**src/design/pwc_pkg.sv**
```systemverilog
// pwc_pkg: shared constants, types and tag helpers for the page walk cache lookup
// no dependencies; used by every other file of the block but pwc_ram
package pwc_pkg;

    // geometry of the page table and the caches
    localparam int LEVEL_BITS = 9;
    localparam int LEVELS     = 4;
    localparam int NUM_CACHES = 3;
    localparam int SETS       = 16;
    localparam int WAYS       = 4;

    // payload widths
    localparam int VPN_W   = 36;
    localparam int NOW_W   = 32;
    localparam int START_W = 2;
    localparam int MASK_W  = 3;

    // storage widths
    localparam int TAG_W   = 27;
    localparam int STAMP_W = 32;
    localparam int ENTRY_W = TAG_W + STAMP_W;
    localparam int ROW_W   = WAYS * ENTRY_W;
    localparam int SET_W   = (SETS > 1) ? $clog2(SETS) : 1;
    localparam int WAY_W   = (WAYS > 1) ? $clog2(WAYS) : 1;

    typedef enum logic
    {
        ST_IDLE,
        ST_LOOKUP
    } pwc_state_t;

    // outcome of one cache probe
    typedef struct packed
    {
        logic             hit;
        logic [WAY_W-1:0] way;
    } pwc_sel_t;

    // prefix of the top (NUM_CACHES-c) level indices, used as the full tag
    function automatic logic [TAG_W-1:0] tag_of(input int c, input logic [VPN_W-1:0] vpn);
        int                kept;
        int                shift;
        logic [VPN_W-1:0]  shifted;
        logic [TAG_W-1:0]  keep_mask;
        kept  = NUM_CACHES - c;
        shift = (LEVELS - kept) * LEVEL_BITS;
        if (shift < 0)
        begin
            shift = 0;
        end
        shifted = vpn >> shift;
        for (int b = 0; b < TAG_W; b++)
        begin
            keep_mask[b] = (b < kept * LEVEL_BITS);
        end
        return TAG_W'(shifted) & keep_mask;
    endfunction

    // set index from the low tag bits
    function automatic logic [SET_W-1:0] set_of(input logic [TAG_W-1:0] tag);
        return SET_W'(tag & TAG_W'(SETS - 1));
    endfunction

endpackage

```
**src/design/pwc_way_sel.sv**
```systemverilog
// pwc_way_sel: tag compare and replacement choice over the ways of one set
// depends on pwc_pkg for widths and the pwc_sel_t result type
module pwc_way_sel (
    input  logic [pwc_pkg::TAG_W-1:0]  tag,
    input  logic [pwc_pkg::ROW_W-1:0]  row,
    input  logic [pwc_pkg::WAYS-1:0]   valid,
    output pwc_pkg::pwc_sel_t          sel
);

    logic [pwc_pkg::TAG_W-1:0]   way_tag   [pwc_pkg::WAYS];
    logic [pwc_pkg::STAMP_W-1:0] way_stamp [pwc_pkg::WAYS];

    // split the row into entries, tag above stamp
    always_comb
    begin
        for (int w = 0; w < pwc_pkg::WAYS; w++)
        begin
            {way_tag[w], way_stamp[w]} = row[w*pwc_pkg::ENTRY_W +: pwc_pkg::ENTRY_W];
        end
    end

    // lowest matching way wins, else first free way, else oldest stamp
    always_comb
    begin
        logic                        found;
        logic                        free_found;
        logic [pwc_pkg::WAY_W-1:0]   hit_way;
        logic [pwc_pkg::WAY_W-1:0]   free_way;
        logic [pwc_pkg::WAY_W-1:0]   old_way;
        logic [pwc_pkg::STAMP_W-1:0] old_stamp;
        found      = 1'b0;
        free_found = 1'b0;
        hit_way    = '0;
        free_way   = '0;
        old_way    = '0;
        old_stamp  = way_stamp[0];
        for (int w = 0; w < pwc_pkg::WAYS; w++)
        begin
            if (!found && valid[w] && way_tag[w] == tag)
            begin
                found   = 1'b1;
                hit_way = pwc_pkg::WAY_W'(w);
            end
            if (!free_found && !valid[w])
            begin
                free_found = 1'b1;
                free_way   = pwc_pkg::WAY_W'(w);
            end
            if (way_stamp[w] < old_stamp)
            begin
                old_stamp = way_stamp[w];
                old_way   = pwc_pkg::WAY_W'(w);
            end
        end
        sel.hit = found;
        if (found)
        begin
            sel.way = hit_way;
        end
        else if (free_found)
        begin
            sel.way = free_way;
        end
        else
        begin
            sel.way = old_way;
        end
    end

endmodule

```
**config.mk**
```make
export PLATFORM = sky130hd
export DESIGN_NAME = pwc_way_sel
export DESIGN_NICKNAME = d
export VERILOG_FILES = /design/src/design/pwc_pkg.sv /design/src/design/pwc_way_sel.sv
export SDC_FILE = /design/constraint.sdc
export NUM_CORES = 1
export LEC_CHECK = 0
export ABC_AREA = 1
export BUFFER_PORTS_ARGS = -buffer_cell sky130_fd_sc_hd__buf_2
export CAP_MARGIN = 20
export CORE_UTILIZATION = 48
export DETAILED_ROUTE_END_ITERATION = 12
export GPL_TIMING_DRIVEN = 0
export PLACE_DENSITY = 0.86
export SLEW_MARGIN = 25
export SYNTH_ARGS = -nofsm -noshare
export SYNTH_HDL_FRONTEND = slang
export SYNTH_SLANG_ARGS = --single-unit
```
**constraint.sdc**
```tcl
create_clock -name vclk -period 5.81
set_input_delay 0.2905 -clock vclk [all_inputs]
set_output_delay 0.2905 -clock vclk [all_outputs]
set_load 0.02 [all_outputs]
```
======== Word level (Yosys, flattened, before mapping) ========
Cells that the tools add are included.
storage, ports and cells
  register bits after elaboration ......... 0
  input bits .............................. 267
  output and inout port bits .............. 3
  word-level logic and storage cells ...... 46
operators by class
  magnitude comparators ................... 3
  equality and inequality tests ........... 4
  multiplexer cells ....................... 21
  reductions and logical operators ........ 18
operators by type and width
  kind                         number
  27-bit == test               4
  32-bit less-than comparator  3
  32-bit two-way mux           2
  2-bit two-way mux            8
  1-bit two-way mux            11
  1-bit logical AND            10
  1-bit zero test              8

======== Logic depth before layout (Yosys ltp) ========
  depth in word-level cells ............... 16
  depth in mapped cells ................... 46
  gate-level depth less buffers ........... 43

======== Worst setup path before layout ========
OpenSTA, ideal clock, no wires.
  kind .................................... input to output
  start point ............................. in row[21] (netlist bit)
  end point ............................... out sel[0] (netlist bit)
  arrival ................................. 4.972 ns
  slack ................................... 0.547 ns
  stages on the path ...................... 37
  cell sequence ........................... inv_1 -> ha_1 -> a21oi_1 -> nor2_1 -> nor2_1 -> nand3_1 -> a21oi_4 -> nand2_4 -> clkbuf_1 -> nand2_1 -> o21ai_0 -> ha_1 -> a21oi_1 -> o21ai_0 -> nand3_1 -> nand2_1 -> nand2_1 -> a21oi_1 -> a2111oi_0 -> nand2_1 -> clkbuf_1 -> clkbuf_1 -> nand2_1 -> o21ai_0 -> ha_1 -> a21oi_1 -> nor2_1 -> a211oi_1 -> nor2_1 -> or4_1 -> a21oi_1 -> nand2_1 -> nand2_1 -> nand2_1 -> nand2_1 -> nand2_1 -> nand2_1
RTL lines
  item                line              text
  start: declaration  pwc_way_sel.sv:5  input logic [pwc_pkg::ROW_W-1:0] row,
  end: declaration    pwc_way_sel.sv:7  output pwc_pkg::pwc_sel_t sel

==> flow_summary.ini <==
[run_status]
status = finished, violations left
failed_checks = setup timing

[synthesis]
syn_area_per_cell_um2 = 5.512
ys.warnings.count = 0
yosys.area.top_type = ha_1
synth_top_area_share_pct = 22.70
yosysSeqAreaShare_pct = 0
syn_inst = 930
synth.top_cells.by_area = ha_1, nand2_1, inv_1, o21ai_0, nor2_1
synth_nets = 1290
synth_area_mm2 = 0.005126
yosysUniqueCellTypes = 38

[sta]
max_clock_freq_mhz = 166.1
finalHoldViolations = 0
rsz0062_at_grt = true
fin_crit_sh_pct = 103.6
slew-limit-headroom_pct = 53.98
slew_viol_final = 0
fin_crit_ps = 6021
setup_tns_ps = -376.5
setup_viol_count_final = 2
finalWorstSetupSlack_ps = -211.1
tightest_slew_ps = 684.0

[routing]
drt-pass1-iter-count = 5
drc = 0
ant_nets = 0
vias = 7978
wl_per_cell_um = 18.30
detail_route.iter0.violations = 567
routed_wl_mm = 24.75
vias_per_cell = 5.901

[worst_setup_path]
critPathRequiredTime_ps = 5520
worstPathArrival_ps = 5730
crit_type = input port to output port
critPathLaunchType = input port
cp_top_family = simple AND/OR/NAND/NOR gates
critPathMaxStageDelay_ps = 480
worst_path_max_delay_cell = a2111oi_4
path_buf_inv = 4
cpMostUsedCell = nand2_1
path_max_fanout = 8
cp-end-kind = output port

[clocking]
cts.hold.buffers_added = 0

[placement]
port_buffers = 267
gp_congestion = 1.036
dp_hpwl_mm = 19.82
post-place-ws_ps = -941.8

[power_and_ir_drop]
total_power_uw = 805.5
ir_worst_vdd_uv = 72.17
p_leak_nw = 4.007
power_density_mw_per_mm2 = 110.8

[layout]
n_clock_buffer = 0
final_common_cell = buf_2
multi_input_comb_area_mm2 = 0.004992
register_area_um2 = 0
finalNetCount = 1573
seq_cells = 0
n_fill_cell = 932
areaGrowthSynthToFinish_pct = 41.84
final_core_util_pct = 70.43
drive_above_1_share_pct = 33.36
layout_common_cells = buf_2, nand2_1, inv_1, nor2_1, ha_1

[run]
maxCapViolations = 0

[min_path]
hold_class = input port to output port
whs_path_depth = 6
min_from = valid[0]
hold_end = sel[0]

[die]
rows = 37
ioPinCount = 270
core_mm2 = 0.01032
die_area_mm2 = 0.01110
die_y_um = 105.3
die_w_um = 105.3
floorplan.initialDensity_pct = 49.65

[global_routing]
grt_usage_pct = 38.76
grt_pass1_wl_mm = 34.06
grt_max_degree = 11
overflow = 0
grt_pass1_vias = 7022
antenna_found_initial = 4
[Yosys cell counts (all sizes together) (3+ instances only)]
master,count
clkbuf,13
o2111ai,5
xnor2,6
ha,93
or2,28
nand4,41
a211oi,7
or4,6
nor2,92
o21ai,94
inv,126
nand2,264
a21oi,40
buf,3
nor3,15
o22ai,3
nand3b,4
nand3,19
a2111oi,6
xor2,22
nor4,29
[metal layers]
| layer | vias to the layer above | wire length (um) | track usage (%) | share of wire, % |
|---|---|---|---|---|
| met5 | - | 0 | 0 | 0 |
| met4 | 0 | 1908 | 19.82 | 7.7 |
| met3 | 164 | 2298 | 5.875 | 9.3 |
| met2 | 548 | 11570 | 70.77 | 47 |
| met1 | 3514 | 8975 | 43.23 | 36 |
| li1 | 3752 | - | - | - |
[stage by stage]
stage	cell area [um^2]	hold slack [ps]	std cells
detailed placement	6633	1103	1333
CTS	6699	1103	1334
global placement	6633	1094	1333
floorplan	5126	834.5	930
finish	7271	1088	1352
global route	7268	1120	1351
[report_power, final]
group          switching [mW]  internal [mW]  leakage, nW
registers                   0              0            0
clock network               0    0.000000115    0.0000317
logic                   0.469          0.337         4.01
total                   0.469          0.337         4.01
[worst max path at each step]
stage             from      to  slack (ps)  cells after the start
3_5_place_dp   row[15]  sel[0]        -940                     41
4_1_cts        row[13]  sel[0]          20                     35
3_3_place_gp   row[15]  sel[0]        -860                     41
6_report       row[80]  sel[0]        -210                     39
2_1_floorplan  row[21]  sel[0]         550                     37
5_1_grt        row[80]  sel[0]        -510                     39
[worst min-delay path: cells and delay by family]
kind                   cells  cell delay [ps]
and+or+nand+nor            4              250
buffers and inverters      2              250
[logic make-up (layout without fill, tap and decap cells)]
| kind of cell | Yosys count | in the layout | share of synthesized area (%) |
|---|---|---|---|
| and+or+nand+nor | 504 | 505 | 43.98 |
| buffers and inverters | 142 | 422 | 10.45 |
| AOI/OAI and AO/OA | 163 | 163 | 18.09 |
| adders and majority gates | 93 | 93 | 22.70 |
| other | 0 | 5 | 0 |
| xor gates and xnor gates | 28 | 28 | 4.784 |
[timing repair]
item,CTS,global route
pin swaps,2,32
resized for setup,28,136
setup buffers,2,11
setup endpoints to repair,2,2
gates cloned,0,2
[cell type report]
| type | instances | share of cell area (%) |
|---|---|---|
| plain buffers | 15 | 1.996 |
| diodes | 5 | 0.1721 |
| multi-input cells | 789 | 68.66 |
| well taps | 136 | 2.340 |
| inverters | 126 | 6.574 |
| repair buffers | 281 | 20.25 |
Power figures use the tool's default switching activity.
