$ cat src/design/pwc_ram.sv
// pwc_ram: generic single write port, single read port ram with registered read
// no dependencies
module pwc_ram #(
    parameter int WIDTH = 8,
    parameter int DEPTH = 16
) (
    input  logic                                   clk,
    input  logic                                   we,
    input  logic [((DEPTH > 1) ? $clog2(DEPTH) : 1)-1:0] waddr,
    input  logic [WIDTH-1:0]                       wdata,
    input  logic                                   re,
    input  logic [((DEPTH > 1) ? $clog2(DEPTH) : 1)-1:0] raddr,
    output logic [WIDTH-1:0]                       rdata
);

    logic [WIDTH-1:0] mem [DEPTH];

    // write port
    always_ff @(posedge clk)
    begin
        if (we)
        begin
            mem[waddr] <= wdata;
        end
    end

    // registered read, holds while re is low
    always_ff @(posedge clk)
    begin
        if (re)
        begin
            rdata <= mem[raddr];
        end
    end

endmodule

$ cat config.mk
export PLATFORM = sky130hd
export DESIGN_NAME = pwc_ram
export DESIGN_NICKNAME = d
export VERILOG_FILES = /design/src/design/pwc_ram.sv
export SDC_FILE = /design/constraint.sdc
export NUM_CORES = 1
export LEC_CHECK = 0
export BUFFER_PORTS_ARGS = -buffer_cell sky130_fd_sc_hd__buf_4
export CAP_MARGIN = 25
export CORE_UTILIZATION = 50
export DETAILED_ROUTE_END_ITERATION = 10
export GPL_ROUTABILITY_DRIVEN = 0
export PLACE_DENSITY = 0.69
export SYNTH_ARGS = -nofsm -noshare
export SYNTH_HDL_FRONTEND = slang
export SYNTH_SLANG_ARGS = --single-unit
$ cat constraint.sdc
create_clock -name clk -period 2.9 [get_ports clk]
set_input_delay 0.725 -clock clk [delete_from_list [all_inputs] [get_ports clk]]
set_output_delay 0.725 -clock clk [all_outputs]
set_load 0.005 [all_outputs]
; ---- Word level (Yosys, flattened, before mapping)
; Memory sizes are Yosys's and may differ from the RTL's. A register that Yosys moved wholly into a read port is not among the register bits.
; Cells that the tools add are included.
[word_totals]
output_inout_bits = 8
n_memories = 1
regBits = 0
elab_cells = 3
mem_bits_rw = 128
inputBits = 19
[op_classes]
n_mux = 2
[memory_table]
columns = name, words, width, rd, rd_clocked_by_memory_dff, write_ports, line
row1 = mem, 16, 8, 1, 1, 1, 16  ; logic [WIDTH-1:0] mem [DEPTH];
[ops]
columns = operator, count
row1 = 1-bit two-way mux, 2

; ---- Logic depth before layout (Yosys ltp)
; Gate-level depths: netlist of the first run.
[depth]
depth_word = 2
depth_mapped = 5

; ---- Worst setup path after synthesis of the first run
; OpenSTA, ideal clock, no wires.
[synth_timing]
path_type = in2reg
startpoint = in waddr[2] (netlist name)
endpoint = mem mem[0][0] (enable)
stages = 2
required_time_ns = 2.517
arrival_time_ns = 1.835
setup_slack_ns = 0.682
setup_time_ns = 0.383
cell_sequence = or3b_2 -> nor3_1
[synth_rtl]
columns = element, line
row1 = "start, declared", 9  ; input logic [((DEPTH > 1) ? $clog2(DEPTH) : 1)-1:0] waddr,
row2 = "end, declared", 16
; Straight into the memory's write port.

==> summary.txt, run 1 <==
CTS root buf: clkbuf_8
Fmax: 0.543 GHz
Final hold slack: 0.502 ns
Status: finished, final reports clean
Cells after Synth: 229
Final period utilization: 63.6%
Lkg Pwr: 2.19 nW
Area Overhead vs Synth: 22.1%
DR DRC count: 0
Netlist cell types: 18
CTS buffer count: 17
Worst setup SP type: input port
Chip width: 104 microns
Avg WL per Cell: 24.3 microns
Final-report max-slew violation count: 0
Hold crit path type: input port to flip-flop
Global Route Usage Sum: 21.3%
Via count: 2540
# H-tree levels: 4
Sequential cell area fraction in the yosys report: 78.1%
Post-layout min period: 1.84 ns
Flops & latches, synth: 136
Worst-Margin Slew: 0.510 ns
Row cnt: 36
Bufs and invs on worst path: 2
CP top delay family: multiplexers
Mean Syn Cell Area: 22.8 sq um
Most common cell after layout, fill and taps aside: edfxtp_1
Largest net degree at the start of global routing: 33
Worst-Skew Late Latency: 0.52 ns
Most frequent cells in the layout: edfxtp_1, buf_4, mux4_2
Io pins: 27
Final Setup Violations: 0
Final ANT Viol Nets: 0
Post-cts sizing count: 0
Pwr dens: 787 nW/um^2
Post CTS Setup Buffer Count: 0
CP arrival: 2.12 ns
Starting Density: 52.5%
HPWL after DPL: 6010 microns
Maximum VDD drop: 0.411 mV
1st-pass router iterations: 4
Vias in the first global route: 2584
Synth top area cells: edfxtp_1, mux4_2, mux4_1
Worst path max stage delay: 0.59 ns
Initial antenna violation count: 0
MaxCap Viol Count: 0
Worst-path maximum fanout: 23
ANT cells: 0
Final hold violation count: 0
Syn Nets: 248
CTS Hold Bufs: 0
Die height: 104 microns
Clock skew: 0.00844 ns
Cell area after synthesis: 5230 sq um
CTS sink count: 136
Gr ovfl total: 0
Share of the synthesized area in the top cell type: 78.1%
Crit path kind: input port to flip-flop
Yosys warning total: 0
Area leader, netlist: edfxtp_1
WL final: 10500 microns
DRT iter0 DRCs: 211
Slew headroom: 65.8%
First-pass GRT wire length: 15900 microns
Clk buf depth: 2
Vias/cell: 5.91
Final nets: 303
Layout cells sized above 1: 31.6%
CP Capture Type: flip-flop
Crit path cell chain: buf_4 -> buf_12 -> mux4_1 -> a22oi_1 -> nand2_1
CTS tree: yes
Worst Path Required: 3.17 ns
Critical Path Slowest Stage Cell: mux4_1
Buffers on Ports: 26
Setup TNS: 0 ns
Clock Pin Slew Worst Setup and Hold Paths: 0.06 ns
RSZ-0062 raised after global routing: false
Core ar.: 9950 sq um
Die area: 10900 sq um
-- logic make-up (layout without fill, tap and decap cells) --
kind of cell / Yosys count / in the layout / share of synthesized area, %
AOI/OAI and AO/OA: 16 / 16 / 2.30
muxes: 32 / 32 / 14.8
DFF: 136 / 136 / 78.1
buffers and inverters: 10 / 78 / 1.65
and+or+nand+nor: 35 / 35 / 3.14
-- layer usage --
layer	share of wire (%)	GRT usage [%]	wire (microns)	up-vias
li1	-	-	-	1092
met1	42	29.7	4430	1322
met2	49	31.8	5120	115
met3	7.7	6.08	806	11
met4	1.1	9.18	111	0
met5	0	0	0	-
-- path summary, 6_finish.rpt --
kind                    from          to  slack [ns]  cells past startpoint
setup / recovery    raddr[0]    rdata[2]        1.06                      5
setup reg to reg   mem[3][4]    rdata[4]        1.38                      3
hold / removal      wdata[7]  mem[15][7]        0.50                      1
hold reg to reg   mem[14][5]    rdata[5]        0.74                      3
-- sequential cells by signal (all words and copies together) (netlist names) --
register  flops
rdata         8
mem         128
-- final cells by class --
cell class	instances	area (sq um)
sequential	136	4080
fill	660	3570
multi-input combinational	83	1060
clock buffer	18	418
timing repair buffer	46	358
clock inverter	14	300
tap	133	166
-- power by group --
group,internal [mW],switching (mW),leakage (nW),total (mW)
sequential,2.22,0.0116,1.24,2.23
clock,1.82,0.762,0.348,2.59
combinational,0.0971,0.115,0.606,0.212
total,4.14,0.889,2.19,5.03
-- stage by stage --
step                      cells  power, mW  area (sq um)  setup slack (ns)  utilization [%]
after global placement      398       2.47          5670             0.543             56.9
after global routing        430       5.16          6380              1.00             64.1
after detailed placement    398       2.48          5670             0.499             56.9
after CTS                   430       5.06          6380              1.06             64.1
after floorplan             229       2.38          5230             0.682                -
final                       430       5.03          6380              1.06             64.1
-- worst register-to-register path: stages, from the launching register on --
cell and delay [ns]:
edfxtp_1 0.36, mux4_2 0.49, a22oi_1 0.31, nand2_1 0.11
-- synth_stat cells --
cell / instances
mux4_2: 18
nand3_1: 1
buf_4: 1
nor3_1: 4
nand3b_1: 2
edfxtp_1: 136
and2b_1: 1
nand2_1: 9
nor2b_1: 1
a22oi_1: 16
or3b_2: 1
buf_2: 3
buf_6: 3
mux4_1: 14
nor2_1: 13
clkdlybuf4s25_2: 3
and2_1: 1
nand2b_1: 2
(Power assumes the default switching activity.)
==> run 2: changes to the inputs <==
--- a/config.mk
+++ b/config.mk
@@ -10,7 +10,7 @@
 export CORE_UTILIZATION = 50
 export DETAILED_ROUTE_END_ITERATION = 10
 export GPL_ROUTABILITY_DRIVEN = 0
-export PLACE_DENSITY = 0.69
+export PLACE_DENSITY = 0.72
 export SYNTH_ARGS = -nofsm -noshare
 export SYNTH_HDL_FRONTEND = slang
 export SYNTH_SLANG_ARGS = --single-unit
==> constraint.sdc (replaced) <==
create_clock -name clk -period 1.58 [get_ports clk]
set_input_delay 0.395 -clock clk [delete_from_list [all_inputs] [get_ports clk]]
set_output_delay 0.395 -clock clk [all_outputs]
set_load 0.005 [all_outputs]
==> run 2 against run 1 <==
Non-clock buffer count up 14. Highest routed layer unchanged. Sequential power up 83%. Core utilization about the same. Design area about the same. Critical endpoint is now rdata[7]. Worst hold slack worse by 0.33 ns. Sequential share of layout area about the same. Clock power up 53%. Power up 69%. Register-to-register slack worse by 1.3 ns.
==> summary.txt, run 2 (synthesis results as in run 1) <==
Status: finished, final reports clean
Die area: 10900 sq um (unchanged)
Critical Path Slowest Stage Cell: mux4_2
Worst Path Required: 1.85 ns (-1.32 ns)
Io pins: 27 (unchanged)
CP Capture Type: flip-flop
Buffers on Ports: 26 (unchanged)
Worst path max stage delay: 0.48 ns (-0.11 ns)
CP top delay family: multiplexers
Final period utilization: 97.7%
Area Overhead vs Synth: 22.2% (about the same)
MaxCap Viol Count: 0 (unchanged)
CP arrival: 1.81 ns (-0.31 ns)
Final-report max-slew violation count: 0 (unchanged)
DR DRC count: 0 (unchanged)
Largest net degree at the start of global routing: 17 (-48%)
Final nets: 317 (+4.6%)
Fillers: 637 (-3.5%)
Global Route Usage Sum: 20.8% (-0.56 points)
Crit path kind: flip-flop to flip-flop
Setup ws final: 0.0361 ns (-1.02 ns)
Clock skew: 0.0107 ns (+0.00223 ns)
CTS buffer count: 17 (unchanged)
Worst setup SP type: flip-flop
CTS root buf: clkbuf_8
Finished Cell Area: 6390 sq um (about the same)
Post-cts sizing count: 0 (unchanged)
Post-layout min period: 1.54 ns
Most common cell after layout, fill and taps aside: edfxtp_1
Final ANT Viol Nets: 0 (unchanged)
Worst-path maximum fanout: 1 (-96%)
Die height: 104 microns (unchanged)
DRT iter0 DRCs: 237 (+12%)
# H-tree levels: 4 (unchanged)
Maximum VDD drop: 0.549 mV (+34%)
Pre-CTS setup slack: -0.341 ns (-0.841 ns)
HPWL after DPL: 6360 microns (+5.9%)
Starting Density: 52.5% (unchanged)
Worst-Margin Slew: 0.736 ns (+0.226 ns)
Chip width: 104 microns (unchanged)
1st-pass router iterations: 4 (unchanged)
ANT cells: 0 (unchanged)
Lkg Pwr: 2.17 nW (-1.2%)
Largest registers: mem: 128 flops, rdata: 8 flops
CTS Hold Bufs: 0 (unchanged)
Vias in the first global route: 2625 (+1.6%)
Biggest register: mem
Worst-Skew Late Latency: 0.53 ns (about the same)
Core ar.: 9950 sq um (unchanged)
Gr ovfl total: 0 (unchanged)
Utilization after layout: 64.2% (about the same)
Via count: 2500 (-1.6%)
Clk buf depth: 2 (unchanged)
CTS tree: yes
First-pass GRT wire length: 15500 microns (-2.5%)
Initial antenna violation count: 0 (unchanged)
Vias/cell: 5.63 (-4.7%)
Pwr dens: 1330 nW/um^2 (+69%)
Avg WL per Cell: 22.5 microns (-7.6%)
Layout cells sized above 1: 39.9% (+8.2 points)
Setup TNS: 0 ns (unchanged)
RSZ-0062 raised after global routing: false
Hold crit path type: input port to flip-flop
Final Setup Violations: 0 (unchanged)
Max FFs per register: 128 (unchanged)
Most frequent cells in the layout: edfxtp_1, buf_4, mux4_2
Row cnt: 36 (unchanged)
Bufs and invs on worst path: 0 (-2)
WL final: 9990 microns (-4.6%)
Post CTS Setup Buffer Count: 0 (unchanged)
Design Power: 8.49 mW (+69%)
Clock Pin Slew Worst Setup and Hold Paths: 0.06 ns (about the same)
Final hold violation count: 0 (unchanged)
Crit path cell chain: mux4_2 -> a22oi_1 -> nand2_1
CTS sink count: 136 (unchanged)
Cell Area, Placed: 5790 sq um (+2.1%)
Fmax: 0.648 GHz
Slew headroom: 50.8% (-15 points)
-- run 2: cell types whose count changed in the layout (fill, tap and decap cells not counted), sizes merged --
cell,before,now
buf,46,60
bufinv,9,4
clkbuf,18,19
clkinv,5,6
clkinvlp,0,3
-- run 2: where the power goes --
group / internal [mW] / leakage, nW / switching (mW)
clock network: 2.55 / 0.285 / 1.41
logic: 0.213 / 0.644 / 0.220
registers: 4.07 / 1.24 / 0.0241
-- run 2: layout make-up --
class                   count  area [sq um]  share of cell area, %
clock buffers              19           422                   6.60
clock inverters            13           179                   2.80
multi-input cells          83          1020                   16.0
flip-flops and latches    136          4080                   63.9
well taps                 133           166                   2.61
repair buffers             60           513                   8.03
-- run 2: routing by layer --
layer | track usage, % | wire length (microns) | part of all wire [%] | vias up
met5 | 0 | 0 | 0 | -
met4 | 10.0 | 164 | 1.6 | 0
met3 | 5.51 | 709 | 7.1 | 12
met2 | 31.5 | 4770 | 48 | 88
met1 | 28.2 | 4340 | 43 | 1292
li1 | - | - | - | 1108
-- run 2: final timing paths --
kind / to / cells after the start / start / slack [ns]
worst max-delay path: rdata[7] / 3 / mem[2][7] / 0.04
worst min-delay path: mem[7][4] / 1 / wdata[4] / 0.17
worst max register to register: rdata[7] / 3 / mem[2][7] / 0.04
worst min register to register: rdata[6] / 3 / mem[15][6] / 0.75
-- run 2: through the flow --
| step | cells | hold slack (ns) |
|---|---|---|
| 6_report | 444 | 0.173 |
| 5_1_grt | 444 | 0.177 |
| 4_1_cts | 444 | 0.158 |
| 3_5_place_dp | 412 | 0.717 |
| 3_3_place_gp | 412 | 0.697 |
| 2_1_floorplan | 229 | 0.494 |
